==> src/bfca_pkg.sv <==
`default_nettype none

package bfca_pkg;

  localparam int unsigned DEF_FREE_SLOTS        = 16;
  localparam int unsigned DEF_ALIGN_BYTES       = 8;
  localparam int unsigned DEF_NODE_HEADER_BYTES = 8;

  localparam logic [31:0] RST_STORE_START = 32'd64;
  localparam logic [31:0] RST_STORE_LIMIT = 32'd1048576;

  localparam logic [15:0] SIZE_CAP = 16'hFFFF;

  localparam logic REQ_ALLOC = 1'b0;
  localparam logic REQ_FREE  = 1'b1;

  localparam logic [1:0] ST_OK    = 2'd0;
  localparam logic [1:0] ST_FULL  = 2'd1;
  localparam logic [1:0] ST_LIMIT = 2'd2;

  // register index, taken from paddr[2]
  localparam logic REG_STORE_START = 1'b0;
  localparam logic REG_STORE_LIMIT = 1'b1;

  typedef enum logic [1:0] {
    S_IDLE,
    S_SEARCH,
    S_COMMIT
  } state_t;

  // best-fit token passed down the chain
  typedef struct packed {
    logic        valid;
    logic        found;
    logic [15:0] size;
    logic [31:0] off;
  } tok_t;

  // table update strobes broadcast to every cell
  typedef struct packed {
    logic shift;
    logic append;
  } ctl_t;

endpackage

`default_nettype wire

==> src/bfca_cell.sv <==
`default_nettype none

module bfca_cell import bfca_pkg::*; #(
  parameter int unsigned FREE_SLOTS = DEF_FREE_SLOTS,
  parameter int unsigned POS        = 0,
  localparam int unsigned IW = (FREE_SLOTS > 1) ? $clog2(FREE_SLOTS) : 1,
  localparam int unsigned CW = $clog2(FREE_SLOTS + 1)
) (
  input  wire logic          clk,
  input  wire logic          rst_n,
  input  wire logic [15:0]   need,
  input  wire logic [CW-1:0] count,
  input  wire logic [IW-1:0] pick,
  input  wire ctl_t          ctl,
  input  wire logic [31:0]   wr_off,
  input  wire logic [15:0]   wr_size,
  input  wire logic [31:0]   nb_off,
  input  wire logic [15:0]   nb_size,
  input  wire tok_t          tok_in,
  input  wire logic [IW-1:0] idx_in,
  output tok_t               tok_out,
  output logic [IW-1:0]      idx_out,
  output logic [31:0]        ent_off,
  output logic [15:0]        ent_size
);

  logic [31:0]   off_r;
  logic [15:0]   size_r;
  tok_t          tok_r;
  tok_t          tok_nxt;
  logic [IW-1:0] idx_r;
  logic [IW-1:0] idx_nxt;
  logic          occupied;
  logic          hit;

  assign occupied = count > CW'(POS);
  // strict less-than keeps the earliest entry on equal sizes
  assign hit = tok_in.valid && occupied && (size_r >= need) && (size_r < tok_in.size);

  always_comb begin
    tok_nxt = tok_in;
    idx_nxt = idx_in;
    if (hit) begin
      tok_nxt.found = 1'b1;
      tok_nxt.size  = size_r;
      tok_nxt.off   = off_r;
      idx_nxt       = IW'(POS);
    end
  end

  always_ff @(posedge clk) begin
    if (!rst_n) begin
      tok_r <= '0;
    end else begin
      tok_r <= tok_nxt;
    end
  end

  always_ff @(posedge clk) begin
    idx_r <= idx_nxt;
    if (ctl.shift && (IW'(POS) >= pick)) begin
      off_r  <= nb_off;
      size_r <= nb_size;
    end else if (ctl.append && (count == CW'(POS))) begin
      off_r  <= wr_off;
      size_r <= wr_size;
    end
  end

  assign tok_out  = tok_r;
  assign idx_out  = idx_r;
  assign ent_off  = off_r;
  assign ent_size = size_r;

endmodule

`default_nettype wire

==> src/best_fit_chunk_allocator_unit.sv <==
`default_nettype none
// out_tvalid rises once a commit loads the output register. A free goes from
// acceptance straight to commit; for an allocate the best-fit token walks one cell
// per cycle down the chain, then the winner is latched, the unit commits and the
// output register is loaded. One request is in flight; the next word is taken the
// cycle after commit, and commit waits while an earlier result is still held on the
// output. Reset (synchronous, rst_n low) empties the free table, loads
// store_start/store_limit defaults and sets store_end to 64.

module best_fit_chunk_allocator_unit import bfca_pkg::*; #(
  parameter int unsigned FREE_SLOTS        = DEF_FREE_SLOTS,
  parameter int unsigned ALIGN_BYTES       = DEF_ALIGN_BYTES,
  parameter int unsigned NODE_HEADER_BYTES = DEF_NODE_HEADER_BYTES
) (
  input  wire logic        clk,
  input  wire logic        rst_n,
  input  wire logic        in_tvalid,
  output logic             in_tready,
  input  wire logic [63:0] in_tdata,   // data_size, free_offset, free_size
  input  wire logic        in_tuser,   // req_type
  output logic             out_tvalid,
  input  wire logic        out_tready,
  output logic [47:0]      out_tdata,  // chunk_offset, chunk_size
  output logic [2:0]       out_tuser,  // reused, status
  input  wire logic        cfg_psel,
  input  wire logic        cfg_penable,
  input  wire logic        cfg_pwrite,
  input  wire logic [2:0]  cfg_paddr,
  input  wire logic [31:0] cfg_pwdata,
  output logic [31:0]      cfg_prdata,
  output logic             cfg_pready
);

  localparam int unsigned IW = (FREE_SLOTS > 1) ? $clog2(FREE_SLOTS) : 1;
  localparam int unsigned CW = $clog2(FREE_SLOTS + 1);
  // reciprocal of the alignment, exact for any 17-bit numerator
  localparam int unsigned AL = $clog2(ALIGN_BYTES);
  localparam int unsigned RS = 17 + AL;
  localparam int unsigned RM = ((1 << RS) + ALIGN_BYTES - 1) / ALIGN_BYTES;

  state_t        state_r, state_nxt;
  logic [31:0]   store_start_r;
  logic [31:0]   store_limit_r;
  logic [31:0]   store_end_r;
  logic [CW-1:0] count_r;

  logic          req_r;
  logic [15:0]   need_r;
  logic [31:0]   foff_r;
  logic [15:0]   fsz_r;
  logic          seed_vld_r;
  logic          scan_done_r;
  logic          best_found_r;
  logic [15:0]   best_size_r;
  logic [31:0]   best_off_r;
  logic [IW-1:0] best_idx_r;
  logic [16:0]   quot_r;
  logic [16:0]   rounded_r;

  logic          out_valid_r;
  logic [31:0]   out_off_r;
  logic [15:0]   out_size_r;
  logic          out_reused_r;
  logic [1:0]    out_status_r;

  logic          fire;
  logic          cfg_wr;
  logic          commit_go;
  logic          full;
  logic [16:0]   round_num;
  logic [35:0]   recip_prod;
  logic [33:0]   new_end;
  logic          carve_ok;
  ctl_t          ctl;

  tok_t          tok_w   [FREE_SLOTS+1];
  logic [IW-1:0] idx_w   [FREE_SLOTS+1];
  logic [31:0]   ent_off [FREE_SLOTS+1];
  logic [15:0]   ent_size[FREE_SLOTS+1];

  // ---------------- cell chain
  assign tok_w[0].valid = seed_vld_r;
  assign tok_w[0].found = 1'b0;
  assign tok_w[0].size  = SIZE_CAP;
  assign tok_w[0].off   = 32'd0;
  assign idx_w[0]       = '0;
  assign ent_off[FREE_SLOTS]  = 32'd0;
  assign ent_size[FREE_SLOTS] = 16'd0;

  assign ctl.shift  = commit_go && (req_r == REQ_ALLOC) && best_found_r;
  assign ctl.append = commit_go && (req_r == REQ_FREE) && !full;

  for (genvar g = 0; g < FREE_SLOTS; g++) begin : g_cell
    bfca_cell #(
      .FREE_SLOTS (FREE_SLOTS),
      .POS        (g)
    ) u_cell (
      .clk      (clk),
      .rst_n    (rst_n),
      .need     (need_r),
      .count    (count_r),
      .pick     (best_idx_r),
      .ctl      (ctl),
      .wr_off   (foff_r),
      .wr_size  (fsz_r),
      .nb_off   (ent_off[g+1]),
      .nb_size  (ent_size[g+1]),
      .tok_in   (tok_w[g]),
      .idx_in   (idx_w[g]),
      .tok_out  (tok_w[g+1]),
      .idx_out  (idx_w[g+1]),
      .ent_off  (ent_off[g]),
      .ent_size (ent_size[g])
    );
  end

  // ---------------- control
  assign fire     = in_tvalid && in_tready;
  assign cfg_wr   = cfg_psel && cfg_penable && cfg_pwrite && cfg_pready;
  assign full     = count_r == CW'(FREE_SLOTS);

  always_comb begin
    state_nxt = state_r;
    unique case (state_r)
      S_IDLE: begin
        if (fire) state_nxt = (in_tuser == REQ_FREE) ? S_COMMIT : S_SEARCH;
      end
      S_SEARCH: begin
        if (scan_done_r) state_nxt = S_COMMIT;
      end
      S_COMMIT: begin
        if (commit_go) state_nxt = S_IDLE;
      end
      default: state_nxt = S_IDLE;
    endcase
  end

  always_comb begin
    in_tready = 1'b0;
    commit_go = 1'b0;
    unique case (state_r)
      S_IDLE:   in_tready = 1'b1;
      S_SEARCH: ;
      S_COMMIT: commit_go = !out_valid_r || out_tready;
      default:  ;
    endcase
  end

  // carve size: quotient by reciprocal multiply, two register stages while the token walks
  assign round_num  = 17'(need_r) + 17'(ALIGN_BYTES - 1);
  assign recip_prod = 36'(round_num) * 36'(RM);
  assign new_end  = 34'(store_end_r) + 34'(rounded_r) + 34'(NODE_HEADER_BYTES);
  assign carve_ok = (rounded_r <= 17'(SIZE_CAP)) && (new_end <= 34'(store_limit_r));

  always_ff @(posedge clk) begin
    if (!rst_n) begin
      state_r     <= S_IDLE;
      seed_vld_r  <= 1'b0;
      scan_done_r <= 1'b0;
    end else begin
      state_r    <= state_nxt;
      seed_vld_r <= fire && (in_tuser == REQ_ALLOC);
      if (fire) begin
        scan_done_r <= 1'b0;
      end else if (tok_w[FREE_SLOTS].valid) begin
        scan_done_r <= 1'b1;
      end
    end
  end

  always_ff @(posedge clk) begin
    if (fire) begin
      req_r  <= in_tuser;
      need_r <= in_tdata[15:0];
      foff_r <= in_tdata[47:16];
      fsz_r  <= in_tdata[63:48];
    end
    quot_r    <= 17'(recip_prod >> RS);
    rounded_r <= 17'(30'(quot_r) * 30'(ALIGN_BYTES));
    if (tok_w[FREE_SLOTS].valid) begin
      best_found_r <= tok_w[FREE_SLOTS].found;
      best_size_r  <= tok_w[FREE_SLOTS].size;
      best_off_r   <= tok_w[FREE_SLOTS].off;
      best_idx_r   <= idx_w[FREE_SLOTS];
    end
  end

  // ---------------- state and configuration
  always_ff @(posedge clk) begin
    if (!rst_n) begin
      store_start_r <= RST_STORE_START;
      store_limit_r <= RST_STORE_LIMIT;
      store_end_r   <= RST_STORE_START;
      count_r       <= '0;
    end else begin
      if (cfg_wr) begin
        unique case (cfg_paddr[2])
          REG_STORE_START: begin
            store_start_r <= cfg_pwdata;
            store_end_r   <= cfg_pwdata;
          end
          REG_STORE_LIMIT: store_limit_r <= cfg_pwdata;
          default: ;
        endcase
      end
      if (ctl.shift)  count_r <= count_r - CW'(1);
      if (ctl.append) count_r <= count_r + CW'(1);
      if (commit_go && (req_r == REQ_ALLOC) && !best_found_r && carve_ok)
        store_end_r <= new_end[31:0];
    end
  end

  always_comb begin
    unique case (cfg_paddr[2])
      REG_STORE_START: cfg_prdata = store_start_r;
      REG_STORE_LIMIT: cfg_prdata = store_limit_r;
      default:         cfg_prdata = 32'd0;
    endcase
  end
  assign cfg_pready = 1'b1;

  // ---------------- output word register
  always_ff @(posedge clk) begin
    if (!rst_n) begin
      out_valid_r <= 1'b0;
    end else if (commit_go) begin
      out_valid_r <= 1'b1;
    end else if (out_tready) begin
      out_valid_r <= 1'b0;
    end
  end

  always_ff @(posedge clk) begin
    if (commit_go) begin
      out_off_r    <= 32'd0;
      out_size_r   <= 16'd0;
      out_reused_r <= 1'b0;
      out_status_r <= ST_OK;
      if (req_r == REQ_FREE) begin
        if (full) out_status_r <= ST_FULL;
      end else if (best_found_r) begin
        out_off_r    <= best_off_r;
        out_size_r   <= best_size_r;
        out_reused_r <= 1'b1;
      end else if (carve_ok) begin
        out_off_r  <= store_end_r;
        out_size_r <= rounded_r[15:0];
      end else begin
        out_status_r <= ST_LIMIT;
      end
    end
  end

  assign out_tvalid = out_valid_r;
  assign out_tdata  = {out_size_r, out_off_r};
  assign out_tuser  = {out_status_r, out_reused_r};

  // ---------------- checks
  a_count_bound: assert property (@(posedge clk) disable iff (!rst_n)
    count_r <= CW'(FREE_SLOTS)) else $error("free count beyond table depth");

  a_count_step: assert property (@(posedge clk) disable iff (!rst_n)
    1'b1 |=> (count_r == $past(count_r)) || (count_r == $past(count_r) + CW'(1)) ||
             (count_r + CW'(1) == $past(count_r)))
    else $error("free count jumped");

  a_tail_in_search: assert property (@(posedge clk) disable iff (!rst_n)
    tok_w[FREE_SLOTS].valid |-> (state_r == S_SEARCH))
    else $error("search token left chain outside search");

  a_result_from_commit: assert property (@(posedge clk) disable iff (!rst_n)
    $rose(out_valid_r) |-> $past(state_r == S_COMMIT))
    else $error("result appeared without commit");

  a_status_code: assert property (@(posedge clk) disable iff (!rst_n)
    out_valid_r |-> (out_status_r != 2'd3)) else $error("bad status code");

endmodule

`default_nettype wire

==> config.mk <==
export PLATFORM = sky130hd
export DESIGN_NAME = best_fit_chunk_allocator_unit
export DESIGN_NICKNAME = d
export VERILOG_FILES = /design/src/bfca_pkg.sv /design/src/bfca_cell.sv /design/src/best_fit_chunk_allocator_unit.sv
export SDC_FILE = /design/constraint.sdc
export NUM_CORES = 2
export LEC_CHECK = 0
export BUFFER_PORTS_ARGS = -buffer_cell sky130_fd_sc_hd__clkbuf_2
export CORE_MARGIN = 4
export CORE_UTILIZATION = 60
export DETAILED_ROUTE_END_ITERATION = 10
export GPL_ROUTABILITY_DRIVEN = 1
export GPL_TIMING_DRIVEN = 1
export PLACE_DENSITY = 0.76
export SLEW_MARGIN = 20
export SYNTH_ARGS = -nofsm -noshare
export SYNTH_HDL_FRONTEND = slang
export SYNTH_SLANG_ARGS = --single-unit
==> constraint.sdc <==
create_clock -name clk -period 12 [get_ports clk]
set_input_delay 0.6 -clock clk [delete_from_list [all_inputs] [get_ports clk]]
set_output_delay 0.6 -clock clk [all_outputs]
set_load 0.02 [all_outputs]
After elaboration in Yosys (flattened, before gate mapping). Cells that the tools add are included.

Bits in registers: 1920. Bits of input ports: 107. Output and inout port bits: 86. Word-level logic and storage cells: 452.

Add/sub/neg operators: 5. Order comparisons: 66. Equal/unequal tests: 22. Muxes and demuxes: 101. Bitwise gates (word level): 4. Reductions and logical operators: 121.

Operators with widths (number): 2-to-1 mux 32 bit (35); 2-to-1 mux 49 bit (16); 2-to-1 mux 16 bit (32); greater-or-equal comparator 16 bit (16); less-than comparator 16 bit (15); logical AND 1 bit (91); case mux 32 bit (2 select lines) (1); == test 5 x 4 -> 1 bit, second input constant (8); > comparator 5 x 4 -> 1 bit, second input constant (8); nonzero test 2 bit (18); adder 33 x 4 -> 34 bit, second input constant (1); less-or-equal comparator 34 x 32 -> 1 bit (1); adder 32 x 17 -> 33 bit (1); greater-or-equal comparator 4 bit, first input constant (8); == test 5 x 3 -> 1 bit, second input constant (4); > comparator 5 x 3 -> 1 bit, second input constant (4); adder 16 x 3 -> 17 bit, second input constant (1); less-or-equal comparator 17 x 16 -> 1 bit, second input constant (1); greater-or-equal comparator 3 x 4 -> 1 bit, first input constant (4); less-than comparator 16 bit, second input constant (1); 2-to-1 mux 2 bit (7); == test 5 x 2 -> 1 bit, second input constant (2); > comparator 5 x 1 -> 1 bit, second input constant (2); > comparator 5 x 2 -> 1 bit, second input constant (2); other kinds (21) (40).

Logic depth before layout (Yosys ltp).
Depth after elaboration: 8. Depth in mapped cells: 25. Gate-level depth less buffers: 24.

By module. A second synthesis with hierarchy kept.

Cell total of the unflattened synthesis: 8105. Area total of the unflattened synthesis: 92058.3 sq um.

By module, submodules not included: best_fit_chunk_allocator_unit (instances 1, cells each 1131, area an instance 13071.3 sq um, seq. area each 7757.4 sq um); bfca_cell (g_cell[10].u_cell) (instances 1, cells each 434, area an instance 4978.5 sq um, seq. area each 2522.4 sq um); bfca_cell (g_cell[13].u_cell) (instances 1, cells each 435, area an instance 4964.8 sq um, seq. area each 2522.4 sq um); bfca_cell (g_cell[1].u_cell) (instances 1, cells each 434, area an instance 4962.3 sq um, seq. area each 2522.4 sq um); bfca_cell (g_cell[0].u_cell) (instances 1, cells each 432, area an instance 4952.2 sq um, seq. area each 2522.4 sq um); bfca_cell (g_cell[14].u_cell) (instances 1, cells each 436, area an instance 4952.2 sq um, seq. area each 2522.4 sq um); bfca_cell (g_cell[12].u_cell) (instances 1, cells each 436, area an instance 4951.0 sq um, seq. area each 2522.4 sq um); bfca_cell (g_cell[2].u_cell) (instances 1, cells each 433, area an instance 4951.0 sq um, seq. area each 2522.4 sq um); bfca_cell (g_cell[5].u_cell) (instances 1, cells each 436, area an instance 4938.5 sq um, seq. area each 2522.4 sq um); bfca_cell (g_cell[15].u_cell) (instances 1, cells each 434, area an instance 4934.7 sq um, seq. area each 2522.4 sq um); bfca_cell (g_cell[8].u_cell) (instances 1, cells each 437, area an instance 4928.5 sq um, seq. area each 2522.4 sq um); bfca_cell (g_cell[11].u_cell) (instances 1, cells each 436, area an instance 4924.7 sq um, seq. area each 2522.4 sq um); bfca_cell (g_cell[9].u_cell) (instances 1, cells each 439, area an instance 4923.5 sq um, seq. area each 2522.4 sq um); bfca_cell (g_cell[7].u_cell) (instances 1, cells each 436, area an instance 4919.7 sq um, seq. area each 2522.4 sq um); +3 rows.

Least setup slack after synthesis. OpenSTA, ideal clock, no wires.

Kind: input-to-reg. From: input port out_tready. To: register g_cell[10].u_cell.off_r[0], enable pin. Setup time: 0.520 ns. Arrival: 6.151 ns. Required time: 11.480 ns. Path slack: 5.328 ns. Stages: 6. Buffers on the path: 1. Cell sequence: nand2b_1 > and2b_1 > and3_1 > clkbuf_1 > nand4_1 > o21ai_0.

Longest elaborated chain between the ends: 6. Elaborated cells between the ends (all ways): 9. Those cells by class: mux: 1; reduce/logical: 8.

RTL lines: from (decl) (line best_fit_chunk_allocator_unit.sv:22) `input wire logic out_tready,`; logical OR 1 bit * (line best_fit_chunk_allocator_unit.sv:144) `S_COMMIT: commit_go = !out_valid_r || out_tready;`; 2-to-1 mux 1 bit * (line best_fit_chunk_allocator_unit.sv:141) `unique case (state_r)`; net commit_go (line best_fit_chunk_allocator_unit.sv:68) `logic commit_go;`; logical AND 1 bit, on equally long branches (2 in series) (line best_fit_chunk_allocator_unit.sv:91, best_fit_chunk_allocator_unit.sv:90); logical AND 1 bit, on equally long branches (line bfca_cell.sv:64, bfca_cell.sv:61); nonzero test 2 bit (no source line) *; to (signal assigned) (line bfca_cell.sv:62) `off_r <= nb_off;`; to (signal assigned) (line bfca_cell.sv:65) `off_r <= wr_off;`; to (decl) (line bfca_cell.sv:27) `logic [31:0] off_r;`.

Mark *: on every way through the listed nets, which the timed path passes. The rest lies on a longest branch. A chain may end at the register's enable or synchronous reset.

Worst setup path after layout.
From: register store_end_r[5]. To: register store_end_r[20].

Longest elaborated chain between the ends: 7. Elaborated cells between the ends (all ways): 9. Those cells by class: add/sub: 2; order compare: 1; eq/ne: 1; mux: 1; reduce/logical: 4.

RTL lines: from (decl) (line best_fit_chunk_allocator_unit.sv:44) `logic [31:0] store_end_r;`; from (signal assigned) (line best_fit_chunk_allocator_unit.sv:200) `store_end_r <= cfg_pwdata;`; from (signal assigned) (line best_fit_chunk_allocator_unit.sv:209) `store_end_r <= new_end[31:0];`; adder 32 x 17 -> 33 bit * (line best_fit_chunk_allocator_unit.sv:152) `assign new_end = 34'(store_end_r) + 34'(rounded_r) + 34'(NODE_HEADER_BYTES);`; adder 33 x 4 -> 34 bit * (line best_fit_chunk_allocator_unit.sv:152); less-or-equal comparator 34 x 32 -> 1 bit (line best_fit_chunk_allocator_unit.sv:153) `assign carve_ok = (rounded_r <= 17'(SIZE_CAP)) && (new_end <= 34'(store_limit_r));`; logical AND 1 bit (line best_fit_chunk_allocator_unit.sv:153); logical AND 1 bit (line best_fit_chunk_allocator_unit.sv:208) `if (commit_go && (req_r == REQ_ALLOC) && !best_found_r && carve_ok)`; != test 2 x 1 -> 1 bit (no source line) / nonzero test 2 bit (equally long branches); AND reduction 2 bit (no source line).

Every way passes the cells marked *; elsewhere a longest branch is shown, timed or not.

==> results.cfg <==
[status]
status = complete, no violations

[global_routing]
grt_pass1_wl_microns = 342000
grt_remaining_overflow = 0
antenna_found_initial = 4
grt_pass1_vias = 58800
grt_util_all_layers = 0.295
grt_max_degree = 201

[clocking]
root_buffer = clkbuf_16
path_clk_slew_ps = 60
clk-insertion-delay-late_ps = 850
cts_hold_buf = 90
clkSinkCount = 1920
clock_path_buffers = 3
cts_tree = yes
postCtsSetupBuffers = 0
cts_resized = 0
htreeDepth = 4
cts_buffers = 194

[timing]
setup_violations = 0
finalHoldViolations = 0
drv_slew = 0
final.setup_skew_ps = 57.8
tns_ps = 0
relSlewSlack = 0.216
rsz0062_at_grt = false
fmax_mhz = 164
worstMarginPinSlew_ps = 1180
period_share = 0.509
min_period_ps = 6100

[detailed_routing]
first_pass_iters = 6
vias = 58400
drt-vias-per-instance = 5.99
wl_per_cell_microns = 22.6
drc = 0
ant_nets = 0
drt_iter0_drc = 5012
routed_wl_microns = 220000

[die]
num_rows = 138
start_util = 0.604
die-area_sq_um = 149000
die_h_microns = 386
core_sq_um = 142000
die_width_microns = 386
io_pins = 193

[synthesis]
synth_nets = 8240
synth_seq_cells = 1920
synth_warnings = 0
synth_area_per_cell_sq_um = 11.3
synth-seq-area-share = 0.553
async_flop_share = 0
synth_area_leaders = edfxtp_1, dfxtp_1, mux2_2, ha_1, nand2_1
synth_edf_count = 889
synth_most_common_cell = nand2_1
syn_inst = 7586
synthDistinctLibCells = 73
synth_ff_type = dfxtp_1
synth_top_area_share = 0.312
syn_area_sq_um = 85500
yosysTopAreaCell = edfxtp_1
synthTopCellsByCount = nand2_1, dfxtp_1, edfxtp_1, mux2_2, ha_1

[power_and_ir_drop]
ir_drop_mv = 0.136
power.density_nw_per_um2 = 146
p_total_w = 0.0140
leakagePower_nw = 35.3

[worst_hold_path]
hold_class = input port to register

[placement]
place_area_sq_um = 88000
dpl.hpwl_microns = 142000
io_buffers = 189
gp_congestion = 0.888

[critical_path]
critPathMaxFanout = 41
rr_endpoint = store_end_r[20]
reg2reg_depth = 21
r2r_start = store_end_r[5]
startpoint = store_end_r[5]
crit_path_frequent_cell = ha_1
crit_chain = ha_1 > ha_1 > a21o_1 > a21oi_1 > o2111ai_2 > a41oi_1 > o31a_1 > nor3_1 > nand2_1 > xnor2_1 > ha_1 > nand2_1 > o21ai_0 > a2111oi_0 > o21ai_0 > a22oi_1 > nand2_2 > buf_4 > nor3b_1 > a31oi_1 > a21oi_1
crit_path_max_incr_delay_ps = 610
r2r_slack_ps = 5900
cp-end-kind = register
endpoint = store_end_r[20]
crit_path_start_kind = register
worstSetupPathType = register to register
cp_slowest_cell = a2111oi_0
required_ps = 12770
worstPathArrival_ps = 6880

[cells_and_area]
antenna_cells = 0
area_delta_synth_final_pct = 11.6
design_area_sq_um = 95400
drive_gt1_frac = 0.176
nNetsFinal = 8336
final_util = 0.674

[job]
maxCapViolCount = 0
## worst min-delay path by stage
stage / endpoint / startpoint / cells past startpoint / slack [ps]
floorplan: rounded_r[10] / quot_r[7] / 0 / 310
global placement: rounded_r[8] / quot_r[5] / 0 / 310
detailed placement: rounded_r[7] / quot_r[4] / 0 / 310
CTS: store_limit_r[26] / cfg_pwdata[26] / 3 / 0.5
global route: store_limit_r[26] / cfg_pwdata[26] / 3 / 20
finish: store_limit_r[26] / cfg_pwdata[26] / 3 / 50
## final cells by class
cell class	instances	area, sq um
multi-input combinational	4861	35300
inverter	332	1250
sequential	1920	47300
tap	1890	2360
clock buffer	287	5650
clock inverter	81	910
fill	10300	46100
timing repair buffer	373	2610
## power breakdown
| group | total [W] | leakage (nW) | internal [W] | switching (W) |
|---|---|---|---|---|
| clock network | 0.00615 | 3.23 | 0.00353 | 0.00262 |
| registers | 0.00706 | 16.4 | 0.00694 | 0.000117 |
| logic | 0.000767 | 15.6 | 0.000326 | 0.000441 |
## metrics by stage
| stage | hold WS [ps] | cells | setup slack (ps) |
|---|---|---|---|
| after floorplan | 310 | 7586 | 5330 |
| after detailed placement | 312 | 9286 | 6140 |
| final | 45.6 | 9744 | 5900 |
| after global placement | 311 | 9286 | 6110 |
| after global routing | 22.1 | 9744 | 5620 |
| after CTS | 0.533 | 9744 | 6100 |
## kinds of logic (layout without fill, tap and decap cells)
logic type | count (synthesis) | after routing | synth area share
XOR/XNOR | 40 | 40 | 0.00410
multiplexers | 1079 | 1079 | 0.136
AND/OR/NAND/NOR | 2101 | 2101 | 0.108
other | 1 | 1 | 0.0000438
AO/OA/AOI/OAI | 1093 | 1093 | 0.0799
adder cells (fa/ha/maj) | 547 | 547 | 0.0801
buffers and inverters | 805 | 1073 | 0.0384
flip-flops | 1920 | 1920 | 0.553
## routing by layer
metal	part of all wire	GRT usage	routed length [microns]	vias to the layer above
li1	-	-	-	27100
met3	0.062	0.0438	13700	469
met4	0.038	0.110	8320	2
met2	0.46	0.476	102000	1966
met5	0.000036	0	8	-
met1	0.44	0.405	96300	28800
## flip-flops by register name (all words and copies together) (netlist names), 2 cells and up
| name | count |
|---|---|
| out_status_r | 2 |
| fsz_r | 16 |
| best_size_r | 16 |
| state_r | 2 |
| best_idx_r | 4 |
| best_off_r | 32 |
| quot_r | 14 |
| store_start_r | 32 |
| g_cell.u_cell.ent_size | 256 |
| store_end_r | 32 |
| need_r | 16 |
| out_size_r | 16 |
| g_cell.u_cell.idx_out | 49 |
| foff_r | 32 |
| g_cell.u_cell.tok_out | 800 |
| out_off_r | 32 |
| rounded_r | 14 |
| store_limit_r | 32 |
| count_r | 5 |
| g_cell.u_cell.ent_off | 512 |
## worst max-delay path, delay by kind of cell (launching register included)
kind / cells / cell delay (ps)
XOR/XNOR: 1 / 320
AND/OR/NAND/NOR: 5 / 1340
buffers and inverters: 1 / 400
flip-flops: 1 / 480
adder cells (fa/ha/maj): 3 / 920
AO/OA/AOI/OAI: 11 / 2560
## layout by cell type (no fill, tap or decap), drive strengths merged, types with 90 or more instances in the layout
master	instances
nand2	1105
dfxtp	1031
edfxtp	889
mux2	694
ha	546
clkbuf	475
mux2i	385
o21ai	367
nand3	362
inv	342
nor2	304
a21oi	252
a21o	162
o31ai	98
buf	95
dlygate4sd3	90
(Power assumes the default switching activity.)
